File: config.mk
export PLATFORM = sky130hd
export DESIGN_NAME = encoder_filter_window_velocity
export DESIGN_NICKNAME = d
export VERILOG_FILES = /design/src/design/encfv_pkg.sv /design/src/design/encfv_queue.sv /design/src/design/encfv_front.sv /design/src/design/encfv_back.sv /design/src/design/encoder_filter_window_velocity.sv
export SDC_FILE = /design/constraint.sdc
export NUM_CORES = 2
export LEC_CHECK = 0
export BUFFER_PORTS_ARGS = -buffer_cell sky130_fd_sc_hd__buf_2
export CORE_ASPECT_RATIO = 1.5
export CORE_UTILIZATION = 64
export DETAILED_ROUTE_END_ITERATION = 7
export GPL_TIMING_DRIVEN = 1
export PLACE_DENSITY = 0.89
export SETUP_SLACK_MARGIN = 0.05
export SLEW_MARGIN = 25
export SYNTH_ARGS = -nofsm -noshare
export SYNTH_HDL_FRONTEND = slang
export SYNTH_SLANG_ARGS = --single-unit
export TNS_END_PERCENT = 50
File: constraint.sdc
create_clock -name clock -period 11.45 [get_ports clock]
set_clock_uncertainty 0.05 [all_clocks]
set_input_delay 1.7175 -clock clock [delete_from_list [all_inputs] [get_ports clock]]
set_output_delay 1.7175 -clock clock [all_outputs]
set_load 0.01 [all_outputs]
File: src/design/encfv_pkg.sv
// ----------------------------------------------------------------------------
// encfv_pkg
// Shared types and constants for the encoder filter and window velocity block.
// ----------------------------------------------------------------------------
package encfv_pkg;

   localparam int CSR_INDEX_W = 3;
   localparam int CSR_DATA_W  = 24;

   typedef enum logic [CSR_INDEX_W-1:0] {
      CSR_LOCKOUT = 3'd0,
      CSR_CONFIRM = 3'd1,
      CSR_B_GAP   = 3'd2,
      CSR_PERIOD  = 3'd3,
      CSR_SCALE   = 3'd4
   } csr_index_type;

   localparam logic [15:0] LOCKOUT_RST = 16'd400;
   localparam logic [7:0]  CONFIRM_RST = 8'd10;
   localparam logic [7:0]  B_GAP_RST   = 8'd5;
   localparam logic [23:0] PERIOD_RST  = 24'd1000000;
   localparam logic [15:0] SCALE_RST   = 16'd5662;

   localparam int QUEUE_DEPTH = 4;

   // velocity datapath
   localparam int MAG_W   = 41;
   localparam logic [MAG_W-1:0] MAG_LIMIT = {1'b1, {(MAG_W-1){1'b0}}};
   localparam int SPLIT_W = 24;
   localparam int PROD_W  = MAG_W + 17;
   localparam int DIVD_W  = PROD_W - 16;
   localparam int DCNT_W  = $clog2(DIVD_W);

   typedef enum logic [2:0] {
      PH_IDLE    = 3'b001,
      PH_CONFIRM = 3'b010,
      PH_GAP     = 3'b100
   } phase_type;

   typedef enum logic [4:0] {
      BK_IDLE   = 5'b00001,
      BK_MUL_LO = 5'b00010,
      BK_MUL_HI = 5'b00100,
      BK_DIV    = 5'b01000,
      BK_DONE   = 5'b10000
   } back_state_type;

   typedef struct packed {
      logic taken;
      logic updated;
      logic do_speed;
   } tick_ctrl_type;

endpackage

File: src/design/encfv_queue.sv
// ----------------------------------------------------------------------------
// encfv_queue
// Small register FIFO between the tick front end and the velocity back end.
// ----------------------------------------------------------------------------
module encfv_queue #(
   parameter int WIDTH = 8,
   parameter int DEPTH = 4
) (
   input  logic             clock,
   input  logic             reset,
   input  logic             push_valid,
   output logic             push_ready,
   input  logic [WIDTH-1:0] push_data,
   output logic             pop_valid,
   input  logic             pop_ready,
   output logic [WIDTH-1:0] pop_data
);

   localparam int PTR_W = (DEPTH > 1) ? $clog2(DEPTH) : 1;
   localparam int CNT_W = $clog2(DEPTH + 1);

   logic [WIDTH-1:0] mem_ff [DEPTH];
   logic [PTR_W-1:0] wr_ptr_ff, wr_ptr_in;
   logic [PTR_W-1:0] rd_ptr_ff, rd_ptr_in;
   logic [CNT_W-1:0] count_ff, count_in;
   logic             do_push, do_pop;

   assign push_ready = (count_ff != CNT_W'(DEPTH));
   assign pop_valid  = (count_ff != '0);
   assign pop_data   = mem_ff[rd_ptr_ff];
   assign do_push    = push_valid && push_ready;
   assign do_pop     = pop_valid && pop_ready;

   always_comb begin
      wr_ptr_in = wr_ptr_ff;
      rd_ptr_in = rd_ptr_ff;
      count_in  = count_ff;
      if (do_push) begin
         wr_ptr_in = (wr_ptr_ff == PTR_W'(DEPTH - 1)) ? '0 : wr_ptr_ff + 1'b1;
      end
      if (do_pop) begin
         rd_ptr_in = (rd_ptr_ff == PTR_W'(DEPTH - 1)) ? '0 : rd_ptr_ff + 1'b1;
      end
      if (do_push && !do_pop) begin
         count_in = count_ff + 1'b1;
      end else if (do_pop && !do_push) begin
         count_in = count_ff - 1'b1;
      end
   end

   always_ff @(posedge clock) begin
      if (reset) begin
         wr_ptr_ff <= '0;
         rd_ptr_ff <= '0;
         count_ff  <= '0;
      end else begin
         wr_ptr_ff <= wr_ptr_in;
         rd_ptr_ff <= rd_ptr_in;
         count_ff  <= count_in;
      end
   end

   always_ff @(posedge clock) begin
      if (do_push) begin
         mem_ff[wr_ptr_ff] <= push_data;
      end
   end

endmodule

File: src/design/encfv_front.sv
// ----------------------------------------------------------------------------
// encfv_front
// Per-tick pulse qualifier, position counter and snapshot ring.
// ----------------------------------------------------------------------------
module encfv_front
   import encfv_pkg::*;
#(
   parameter int WINDOW    = 10,
   parameter int POS_WIDTH = 32
) (
   input  logic                            clock,
   input  logic                            reset,
   input  logic                            tick_valid,
   output logic                            tick_ready,
   input  logic                            line_a,
   input  logic                            line_b,
   input  logic [15:0]                     lockout_ticks,
   input  logic [7:0]                      confirm_samples,
   input  logic [7:0]                      b_gap_ticks,
   input  logic [23:0]                     update_period_ticks,
   output logic                            push_valid,
   input  logic                            push_ready,
   output tick_ctrl_type                   push_ctrl,
   output logic [31:0]                     push_pos,
   output logic [POS_WIDTH-1:0]            push_delta,
   output logic [$clog2(WINDOW+1)-1:0]     push_n
);

   localparam int SLOT_W = $clog2(WINDOW);
   localparam int N_W    = $clog2(WINDOW + 1);
   localparam int OUT_W  = (POS_WIDTH > 32) ? POS_WIDTH : 32;

   logic [POS_WIDTH-1:0] pos_ff, pos_in;
   logic [15:0]          since_ff, since_in;
   phase_type            phase_ff, phase_in;
   logic [7:0]           pcnt_ff, pcnt_in;
   logic                 first_b_ff, first_b_in;
   logic                 prev_a_ff, prev_a_in;
   logic [23:0]          period_ff, period_in;
   logic [SLOT_W-1:0]    slot_ff, slot_in;
   logic                 full_ff, full_in;
   logic [POS_WIDTH-1:0] ring_ff [WINDOW];

   logic                 accept;
   logic                 take;
   logic                 snap;
   logic [7:0]           pcnt_inc;
   logic [8:0]           lock_sum;
   logic [23:0]          period_inc;
   logic [SLOT_W-1:0]    rd_idx;
   logic [POS_WIDTH-1:0] oldest;
   logic [OUT_W-1:0]     pos_ext;

   assign tick_ready = push_ready;
   assign push_valid = tick_valid;
   assign accept     = tick_valid && push_ready;
   assign pcnt_inc   = pcnt_ff + 8'd1;
   assign lock_sum   = {1'b0, confirm_samples} + {1'b0, b_gap_ticks};
   assign period_inc = period_ff + 24'd1;
   assign snap       = (period_inc >= update_period_ticks);
   assign rd_idx     = full_ff ? slot_ff : '0;
   assign oldest     = ring_ff[rd_idx];

   always_comb begin
      pos_in     = pos_ff;
      since_in   = since_ff;
      phase_in   = phase_ff;
      pcnt_in    = pcnt_ff;
      first_b_in = first_b_ff;
      prev_a_in  = prev_a_ff;
      period_in  = period_ff;
      slot_in    = slot_ff;
      full_in    = full_ff;
      take       = 1'b0;
      if (accept) begin
         if (since_ff != 16'hFFFF) begin
            since_in = since_ff + 16'd1;
         end
         unique case (phase_ff)
            PH_CONFIRM: begin
               if (!line_a) begin
                  phase_in = PH_IDLE;
               end else begin
                  pcnt_in = pcnt_inc;
                  if (pcnt_inc >= confirm_samples) begin
                     first_b_in = line_b;
                     pcnt_in    = '0;
                     if (b_gap_ticks == '0) begin
                        phase_in = PH_IDLE;
                        take     = 1'b1;
                     end else begin
                        phase_in = PH_GAP;
                     end
                  end
               end
            end
            PH_GAP: begin
               pcnt_in = pcnt_inc;
               if (pcnt_inc >= b_gap_ticks) begin
                  phase_in = PH_IDLE;
                  pcnt_in  = '0;
                  take     = (line_b == first_b_ff);
               end
            end
            default: begin
               phase_in = PH_IDLE;
               if (line_a && !prev_a_ff && since_in >= lockout_ticks) begin
                  phase_in = PH_CONFIRM;
                  pcnt_in  = '0;
               end
            end
         endcase
         if (take) begin
            pos_in   = line_b ? pos_ff - 1'b1 : pos_ff + 1'b1;
            since_in = 16'(lock_sum);
         end
         prev_a_in = line_a;
         period_in = period_inc;
         if (snap) begin
            period_in = '0;
            slot_in   = (slot_ff == SLOT_W'(WINDOW - 1)) ? '0 : slot_ff + 1'b1;
            if (slot_ff == SLOT_W'(WINDOW - 1)) begin
               full_in = 1'b1;
            end
         end
      end
   end

   assign pos_ext             = OUT_W'(pos_in);
   assign push_pos            = pos_ext[31:0];
   assign push_delta          = pos_in - oldest;
   assign push_n              = full_ff ? N_W'(WINDOW) : N_W'(slot_ff);
   assign push_ctrl.taken     = take;
   assign push_ctrl.updated   = snap;
   assign push_ctrl.do_speed  = snap && (full_ff || slot_ff != '0);

   always_ff @(posedge clock) begin
      if (reset) begin
         pos_ff     <= '0;
         since_ff   <= '0;
         phase_ff   <= PH_IDLE;
         pcnt_ff    <= '0;
         first_b_ff <= 1'b0;
         prev_a_ff  <= 1'b1;
         period_ff  <= '0;
         slot_ff    <= '0;
         full_ff    <= 1'b0;
      end else begin
         pos_ff     <= pos_in;
         since_ff   <= since_in;
         phase_ff   <= phase_in;
         pcnt_ff    <= pcnt_in;
         first_b_ff <= first_b_in;
         prev_a_ff  <= prev_a_in;
         period_ff  <= period_in;
         slot_ff    <= slot_in;
         full_ff    <= full_in;
      end
   end

   always_ff @(posedge clock) begin
      if (accept && snap) begin
         ring_ff[slot_ff] <= pos_in;
      end
   end

endmodule

File: src/design/encfv_back.sv
// ----------------------------------------------------------------------------
// encfv_back
// Velocity sequencer: split multiply, bit-serial divide, saturate, result register.
// ----------------------------------------------------------------------------
module encfv_back
   import encfv_pkg::*;
#(
   parameter int WINDOW    = 10,
   parameter int POS_WIDTH = 32
) (
   input  logic                        clock,
   input  logic                        reset,
   input  logic                        pop_valid,
   output logic                        pop_ready,
   input  tick_ctrl_type               pop_ctrl,
   input  logic [31:0]                 pop_pos,
   input  logic [POS_WIDTH-1:0]        pop_delta,
   input  logic [$clog2(WINDOW+1)-1:0] pop_n,
   input  logic [15:0]                 velocity_scale,
   output logic                        rsp_valid,
   input  logic                        rsp_ready,
   output logic [31:0]                 rsp_pos,
   output logic [15:0]                 rsp_speed,
   output logic                        rsp_seen,
   output tick_ctrl_type               rsp_ctrl
);

   localparam int N_W   = $clog2(WINDOW + 1);
   localparam int EXT_W = (POS_WIDTH > MAG_W) ? POS_WIDTH : MAG_W;

   back_state_type       st_ff, st_in;
   logic [31:0]          ent_pos_ff;
   tick_ctrl_type        ent_ctrl_ff;
   logic                 neg_ff;
   logic [MAG_W-1:0]     mag_ff;
   logic [N_W-1:0]       n_ff;
   logic [PROD_W-1:0]    acc_ff;
   logic [DIVD_W-1:0]    quo_ff;
   logic [N_W-1:0]       rem_ff;
   logic [DCNT_W-1:0]    dcnt_ff;
   logic [15:0]          speed_ff;
   logic                 seen_ff;
   logic                 rsp_valid_ff;
   logic [31:0]          rsp_pos_ff;
   logic [15:0]          rsp_speed_ff;
   logic                 rsp_seen_ff;
   tick_ctrl_type        rsp_ctrl_ff;

   logic                 out_free;
   logic                 load_plain;
   logic                 load_speed;
   logic [POS_WIDTH-1:0] abs_delta;
   logic [EXT_W-1:0]     abs_ext;
   logic [MAG_W-1:0]     mag_clamped;
   logic [PROD_W-1:0]    prod_lo;
   logic [PROD_W-1:0]    prod_hi;
   logic [PROD_W-1:0]    acc_sum;
   logic [N_W:0]         trial;
   logic                 trial_ge;
   logic [15:0]          speed_res;

   assign out_free   = !rsp_valid_ff || rsp_ready;
   assign load_plain = (st_ff == BK_IDLE) && pop_valid && !pop_ctrl.do_speed && out_free;
   assign load_speed = (st_ff == BK_DONE) && out_free;
   assign pop_ready  = (st_ff == BK_IDLE) && (pop_ctrl.do_speed || out_free);

   assign abs_delta   = pop_delta[POS_WIDTH-1] ? (~pop_delta + 1'b1) : pop_delta;
   assign abs_ext     = EXT_W'(abs_delta);
   assign mag_clamped = (abs_ext > EXT_W'(MAG_LIMIT)) ? MAG_LIMIT : abs_ext[MAG_W-1:0];

   assign prod_lo = PROD_W'({16'd0, mag_ff[SPLIT_W-1:0]}
                            * {{SPLIT_W{1'b0}}, velocity_scale})
                  + (PROD_W'(n_ff) << 15);
   assign prod_hi = PROD_W'({16'd0, mag_ff[MAG_W-1:SPLIT_W]}
                            * {{(MAG_W-SPLIT_W){1'b0}}, velocity_scale}) << SPLIT_W;
   assign acc_sum = acc_ff + prod_hi;

   assign trial    = {rem_ff, quo_ff[DIVD_W-1]};
   assign trial_ge = (trial >= {1'b0, n_ff});

   always_comb begin
      if (!neg_ff) begin
         speed_res = (quo_ff > DIVD_W'(32768)) ? 16'h8000 : (16'd0 - quo_ff[15:0]);
      end else begin
         speed_res = (quo_ff > DIVD_W'(32767)) ? 16'h7FFF : quo_ff[15:0];
      end
   end

   always_comb begin
      st_in = st_ff;
      unique case (st_ff)
         BK_IDLE:   if (pop_valid && pop_ctrl.do_speed) begin
            st_in = BK_MUL_LO;
         end
         BK_MUL_LO: st_in = BK_MUL_HI;
         BK_MUL_HI: st_in = BK_DIV;
         BK_DIV:    if (dcnt_ff == DCNT_W'(DIVD_W - 1)) begin
            st_in = BK_DONE;
         end
         BK_DONE:   if (out_free) begin
            st_in = BK_IDLE;
         end
         default:   st_in = BK_IDLE;
      endcase
   end

   always_ff @(posedge clock) begin
      if (reset) begin
         st_ff        <= BK_IDLE;
         speed_ff     <= '0;
         seen_ff      <= 1'b0;
         rsp_valid_ff <= 1'b0;
      end else begin
         st_ff <= st_in;
         if (load_speed) begin
            speed_ff <= speed_res;
            seen_ff  <= 1'b1;
         end
         if (load_plain || load_speed) begin
            rsp_valid_ff <= 1'b1;
         end else if (rsp_ready) begin
            rsp_valid_ff <= 1'b0;
         end
      end
   end

   always_ff @(posedge clock) begin
      unique case (st_ff)
         BK_IDLE: begin
            ent_pos_ff  <= pop_pos;
            ent_ctrl_ff <= pop_ctrl;
            neg_ff      <= pop_delta[POS_WIDTH-1];
            mag_ff      <= mag_clamped;
            n_ff        <= pop_n;
         end
         BK_MUL_LO: acc_ff <= prod_lo;
         BK_MUL_HI: begin
            quo_ff  <= acc_sum[PROD_W-1:16];
            rem_ff  <= '0;
            dcnt_ff <= '0;
         end
         BK_DIV: begin
            rem_ff  <= trial_ge ? N_W'(trial - {1'b0, n_ff}) : N_W'(trial);
            quo_ff  <= {quo_ff[DIVD_W-2:0], trial_ge};
            dcnt_ff <= dcnt_ff + 1'b1;
         end
         default: begin
         end
      endcase
      if (load_plain) begin
         rsp_pos_ff   <= pop_pos;
         rsp_speed_ff <= speed_ff;
         rsp_seen_ff  <= seen_ff;
         rsp_ctrl_ff  <= pop_ctrl;
      end else if (load_speed) begin
         rsp_pos_ff   <= ent_pos_ff;
         rsp_speed_ff <= speed_res;
         rsp_seen_ff  <= 1'b1;
         rsp_ctrl_ff  <= ent_ctrl_ff;
      end
   end

   assign rsp_valid = rsp_valid_ff;
   assign rsp_pos   = rsp_pos_ff;
   assign rsp_speed = rsp_speed_ff;
   assign rsp_seen  = rsp_seen_ff;
   assign rsp_ctrl  = rsp_ctrl_ff;

endmodule

File: src/design/encoder_filter_window_velocity.sv
// ----------------------------------------------------------------------------
// encoder_filter_window_velocity
// Filtered quadrature pulse counter with a moving-window velocity estimate.
//
// Each request on req_ is one sample tick of encoder lines A and B. Every
// request gives exactly one response on rsp_ with the position, the latest
// velocity and the pulse and snapshot flags of that tick. Registers are
// written on csr_ (index, data); write them only while no request is in
// flight, which the block itself does not enforce. csr_ready stays high.
// A tick without a velocity refresh passes the queue into the response
// register, one tick per cycle while the back end is idle and rsp_tready
// is high. A tick that refreshes the velocity holds the back end for two
// split-multiply steps and 42 steps of the one-bit-per-cycle divider,
// plus entry and output. The front end keeps taking requests into a
// 4-entry queue meanwhile; req_tready drops when the queue is full.
// When rsp_tready is low the response register holds and the queue fills.
// Reset (synchronous) clears position, timers, ring pointer and velocity and
// loads the register defaults; the block is ready the cycle after.
// ----------------------------------------------------------------------------
module encoder_filter_window_velocity
   import encfv_pkg::*;
#(
   parameter int WINDOW    = 10,
   parameter int POS_WIDTH = 32
) (
   input  logic                   clock,
   input  logic                   reset,
   input  logic                   req_tvalid,
   output logic                   req_tready,
   input  logic [7:0]             req_tdata,   // line_a, line_b
   output logic                   rsp_tvalid,
   input  logic                   rsp_tready,
   output logic [55:0]            rsp_tdata,   // count_position, speed_mm_s,
                                               // speed_valid, pulse_taken,
                                               // window_updated
   input  logic                   csr_valid,
   output logic                   csr_ready,
   input  logic [CSR_INDEX_W-1:0] csr_index,
   input  logic [CSR_DATA_W-1:0]  csr_data
);

   localparam int N_W = $clog2(WINDOW + 1);
   localparam int Q_W = $bits(tick_ctrl_type) + 32 + POS_WIDTH + N_W;

   logic [15:0]          lockout_ff;
   logic [7:0]           confirm_ff;
   logic [7:0]           gap_ff;
   logic [23:0]          period_ff;
   logic [15:0]          scale_ff;

   logic                 f_valid, f_ready;
   tick_ctrl_type        f_ctrl;
   logic [31:0]          f_pos;
   logic [POS_WIDTH-1:0] f_delta;
   logic [N_W-1:0]       f_n;
   logic [Q_W-1:0]       q_in_data, q_out_data;
   logic                 b_valid, b_ready;
   tick_ctrl_type        b_ctrl;
   logic [31:0]          b_pos;
   logic [POS_WIDTH-1:0] b_delta;
   logic [N_W-1:0]       b_n;

   logic [31:0]          r_pos;
   logic [15:0]          r_speed;
   logic                 r_seen;
   tick_ctrl_type        r_ctrl;

   assign csr_ready = 1'b1;

   always_ff @(posedge clock) begin
      if (reset) begin
         lockout_ff <= LOCKOUT_RST;
         confirm_ff <= CONFIRM_RST;
         gap_ff     <= B_GAP_RST;
         period_ff  <= PERIOD_RST;
         scale_ff   <= SCALE_RST;
      end else if (csr_valid) begin
         unique case (csr_index)
            CSR_LOCKOUT: lockout_ff <= csr_data[15:0];
            CSR_CONFIRM: confirm_ff <= csr_data[7:0];
            CSR_B_GAP:   gap_ff     <= csr_data[7:0];
            CSR_PERIOD:  period_ff  <= csr_data[23:0];
            CSR_SCALE:   scale_ff   <= csr_data[15:0];
            default: begin
            end
         endcase
      end
   end

   encfv_front #(
      .WINDOW    (WINDOW),
      .POS_WIDTH (POS_WIDTH)
   ) u_front (
      .clock               (clock),
      .reset               (reset),
      .tick_valid          (req_tvalid),
      .tick_ready          (req_tready),
      .line_a              (req_tdata[0]),
      .line_b              (req_tdata[1]),
      .lockout_ticks       (lockout_ff),
      .confirm_samples     (confirm_ff),
      .b_gap_ticks         (gap_ff),
      .update_period_ticks (period_ff),
      .push_valid          (f_valid),
      .push_ready          (f_ready),
      .push_ctrl           (f_ctrl),
      .push_pos            (f_pos),
      .push_delta          (f_delta),
      .push_n              (f_n)
   );

   assign q_in_data = {f_ctrl, f_pos, f_delta, f_n};

   encfv_queue #(
      .WIDTH (Q_W),
      .DEPTH (QUEUE_DEPTH)
   ) u_queue (
      .clock      (clock),
      .reset      (reset),
      .push_valid (f_valid),
      .push_ready (f_ready),
      .push_data  (q_in_data),
      .pop_valid  (b_valid),
      .pop_ready  (b_ready),
      .pop_data   (q_out_data)
   );

   assign {b_ctrl, b_pos, b_delta, b_n} = q_out_data;

   encfv_back #(
      .WINDOW    (WINDOW),
      .POS_WIDTH (POS_WIDTH)
   ) u_back (
      .clock          (clock),
      .reset          (reset),
      .pop_valid      (b_valid),
      .pop_ready      (b_ready),
      .pop_ctrl       (b_ctrl),
      .pop_pos        (b_pos),
      .pop_delta      (b_delta),
      .pop_n          (b_n),
      .velocity_scale (scale_ff),
      .rsp_valid      (rsp_tvalid),
      .rsp_ready      (rsp_tready),
      .rsp_pos        (r_pos),
      .rsp_speed      (r_speed),
      .rsp_seen       (r_seen),
      .rsp_ctrl       (r_ctrl)
   );

   assign rsp_tdata = {5'd0, r_ctrl.updated, r_ctrl.taken, r_seen, r_speed, r_pos};

endmodule
==> metrics <==
commonest non-fill, non-tap cell in the layout edfxtp_1; met2 Track Usage GR between 50% and 60%; Post-Place Worst Slack approximately 3 ns; R2R Path End u_back.acc_ff[27]$_DFFE_PP_; Hold Path Sink u_front.period_ff[18]$_SDFFE_PP0P_; pin count of the biggest net entering global routing 70; Final HPWL DP 104000 um; H-tree levels 3; PnR worst setup slack around 3.1 ns; IO Pins between 90 and 100; Clock Pin Slew Worst Setup and Hold Paths about 0.07 ns; final setup fails 0; Final nets slightly above 6000; total grt overflow 0; # hold bufs at CTS 0; count of cell types in the netlist between 80 and 90; residual DRC count 0; Worst Hold Class flop to flop; Row Count 139; post-synthesis cell area about 62000 um^2; CP required roughly 12 ns; Multi-input gate area 30900 um^2; Arr. time, crit path roughly 8.7 ns; Worst-Skew Late Latency around 0.72 ns; Tmin final around 8.3 ns; Ys Warns 0; antenna viol nets, final 0; Final period util about 73%; clk sink count ~1000; Worst R2R Path Depth 20; initial core utilization between 60% and 70%; RSZ-0062 raised after global routing no; layout cell share with drive strength beyond 1 a little over a tenth; crit-path max FO between 50 and 60; worst reg-to-reg setup slack between 3 and 4 ns; Slew HR 24.0%; TritonRoute pass-1 iters 8; CTS buffer count 89; Avg Inst Size Synth between 10 and 15 um^2; Final Util a little over two thirds; CTS tree built; post-CTS sizing 0; Slew Limit Fails 0; register area 28000 um^2; max-cap violations 0; Crit Path Category input pin to flop; overall global routing resource usage approximately a third; die height 383 um; Mapped Cells between 5000 and 6000; outcome completed; global routing's busiest layer met2; global-route wire length before repair 251000 um; post-synthesis sequential area ratio a little under half; Final Hold Fails 0; Root Driver clkbuf_16; Fmax 120 MHz; Syn-to-layout area delta 8.12%; Crit. End Element flop; core area approximately 96000 um^2; Post-synth EDFFs 803; final WL approximately 160000 um; die span in x between 200 and 300 um; setup TNS 0 ns; actual slew at the worst max-slew pin around 1.1 ns; initial antenna violation count 6; top_reg_cell synth edfxtp_1; Setup Buffers After CTS 0; Wirelength per Cell 24.3 um; reg2reg start u_back.mag_ff[9]$_DFFE_PP_; GRT met3 Usage 6.01%; asr flop ratio synth 0%; routing usage on met1 35.9%; die area around 98000 um^2; Placed Area 63700 um^2; register bit total from synthesis about 1000; Hold Path Cell Cnt 2; Worst Setup Start Kind input pin; vias roughly 44000; drt via density between 6 and 7; GPL Wtd Cong ~0.93; Design Area, Final approximately 67000 um^2; clk buf depth 3; IO buf count 86; commonest cells after routing, fill and taps aside edfxtp_1, nand2_1, inv_1; FILL cells 5864; number of global-route vias before repair roughly 46000; min-delay src u_front.period_ff[18]$_SDFFE_PP0P_; DRT iter0 DRCs around 4400
==> critical path, stage by stage <==
cell and delay, ns:
buf_2 0.13, nand2_2 0.06, clkinv_1 0.65, and3_1 0.45
a32oi_4 0.19, buf_4 0.53, inv_1 0.54, nand2_1 0.19
nand2_1 0.44, fa_1 0.65, a21o_1 0.24, a221oi_1 0.55
o21ai_0 0.42, a31oi_1 0.33, a311oi_1 0.24, a221oi_1 0.53
o21ai_0 0.25, o21a_1 0.22, nor2_1 0.11, xnor2_1 0.21
==> synthesized netlist by cell type (132+ instances only) <==
cell	count	area share [%]
mux4_2	132	4.8
inv_1	577	3.5
a21oi_1	222	1.8
fa_1	399	13
dfxtp_1	194	6.3
clkbuf_1	192	1.2
and2_1	273	2.8
ha_1	393	8.0
o21ai_0	151	1.2
nand2_1	717	4.4
edfxtp_1	803	39
nor2_1	228	1.4
==> worst max path at each step <==
stage	slack [ns]	cells past startpoint	start	to
6_report	3.13	20	req_tvalid	u_queue.mem_ff[2][34]$_DFFE_PP_
3_3_place_gp	3.12	20	req_tvalid	u_queue.mem_ff[0][34]$_DFFE_PP_
4_1_cts	3.43	20	req_tvalid	u_queue.mem_ff[2][34]$_DFFE_PP_
5_1_grt	2.85	24	u_front.pcnt_ff[0]$_SDFFE_PP0P_	u_queue.mem_ff[0][34]$_DFFE_PP_
3_5_place_dp	2.98	20	req_tvalid	u_queue.mem_ff[0][34]$_DFFE_PP_
2_1_floorplan	2.79	7	u_back.st_ff[1]$_SDFFE_PP0P_	u_back.rsp_ctrl[1]$_DFFE_PP_
==> routing by layer <==
layer | wire [um] | up-vias
met5 | 50 | -
met4 | 12900 | 6
met3 | 14600 | 870
met2 | 83400 | 2873
met1 | 52100 | 21400
li1 | - | 18500
==> final cells by class <==
type	count	area share (%)
multi-input cells	3537	46.2
flip-flops and latches	997	41.9
clock buffers	108	3.52
inverters	580	3.26
well taps	1269	2.38
repair buffers	161	1.52
clock inverters	60	1.23
diodes	3	0.0112
==> per-stage QoR <==
step,hold slack (ns),std cells
final,0.403,6715
after CTS,0.405,6712
after global routing,0.427,6712
after floorplan,0.382,5349
after detailed placement,0.394,6544
after global placement,0.389,6543
==> logic make-up (layout without fill, tap and decap cells) <==
family | count (synthesis) | after routing | synth area share (%)
buf+inv | 815 | 909 | 5.03
simple gates | 1622 | 1622 | 12.4
compound gates | 694 | 694 | 7.06
mux | 231 | 231 | 6.58
fa+ha+maj | 792 | 792 | 20.9
other cells | 2 | 9 | 0.0121
flops | 997 | 997 | 45.3
xor+xnor | 192 | 192 | 2.72
==> sequential cells by signal (all words and copies together) (netlist names), 16 cells and up, named ones only <==
name	flops
lockout_ff	16
period_ff	24
scale_ff	16
u_back.acc_ff	25
u_back.ent_pos_ff	32
u_back.mag_ff	32
u_back.quo_ff	42
u_back.rsp_pos	32
u_back.rsp_speed	16
u_back.speed_ff	16
u_front.period_ff	24
u_front.pos_ff	32
u_front.ring_ff	320
u_front.since_ff	16
u_queue.mem_ff	284
Power is left out: the tool's default activity adds up to more than one toggle a clock period on the data nets, which glitch-free logic cannot reach.
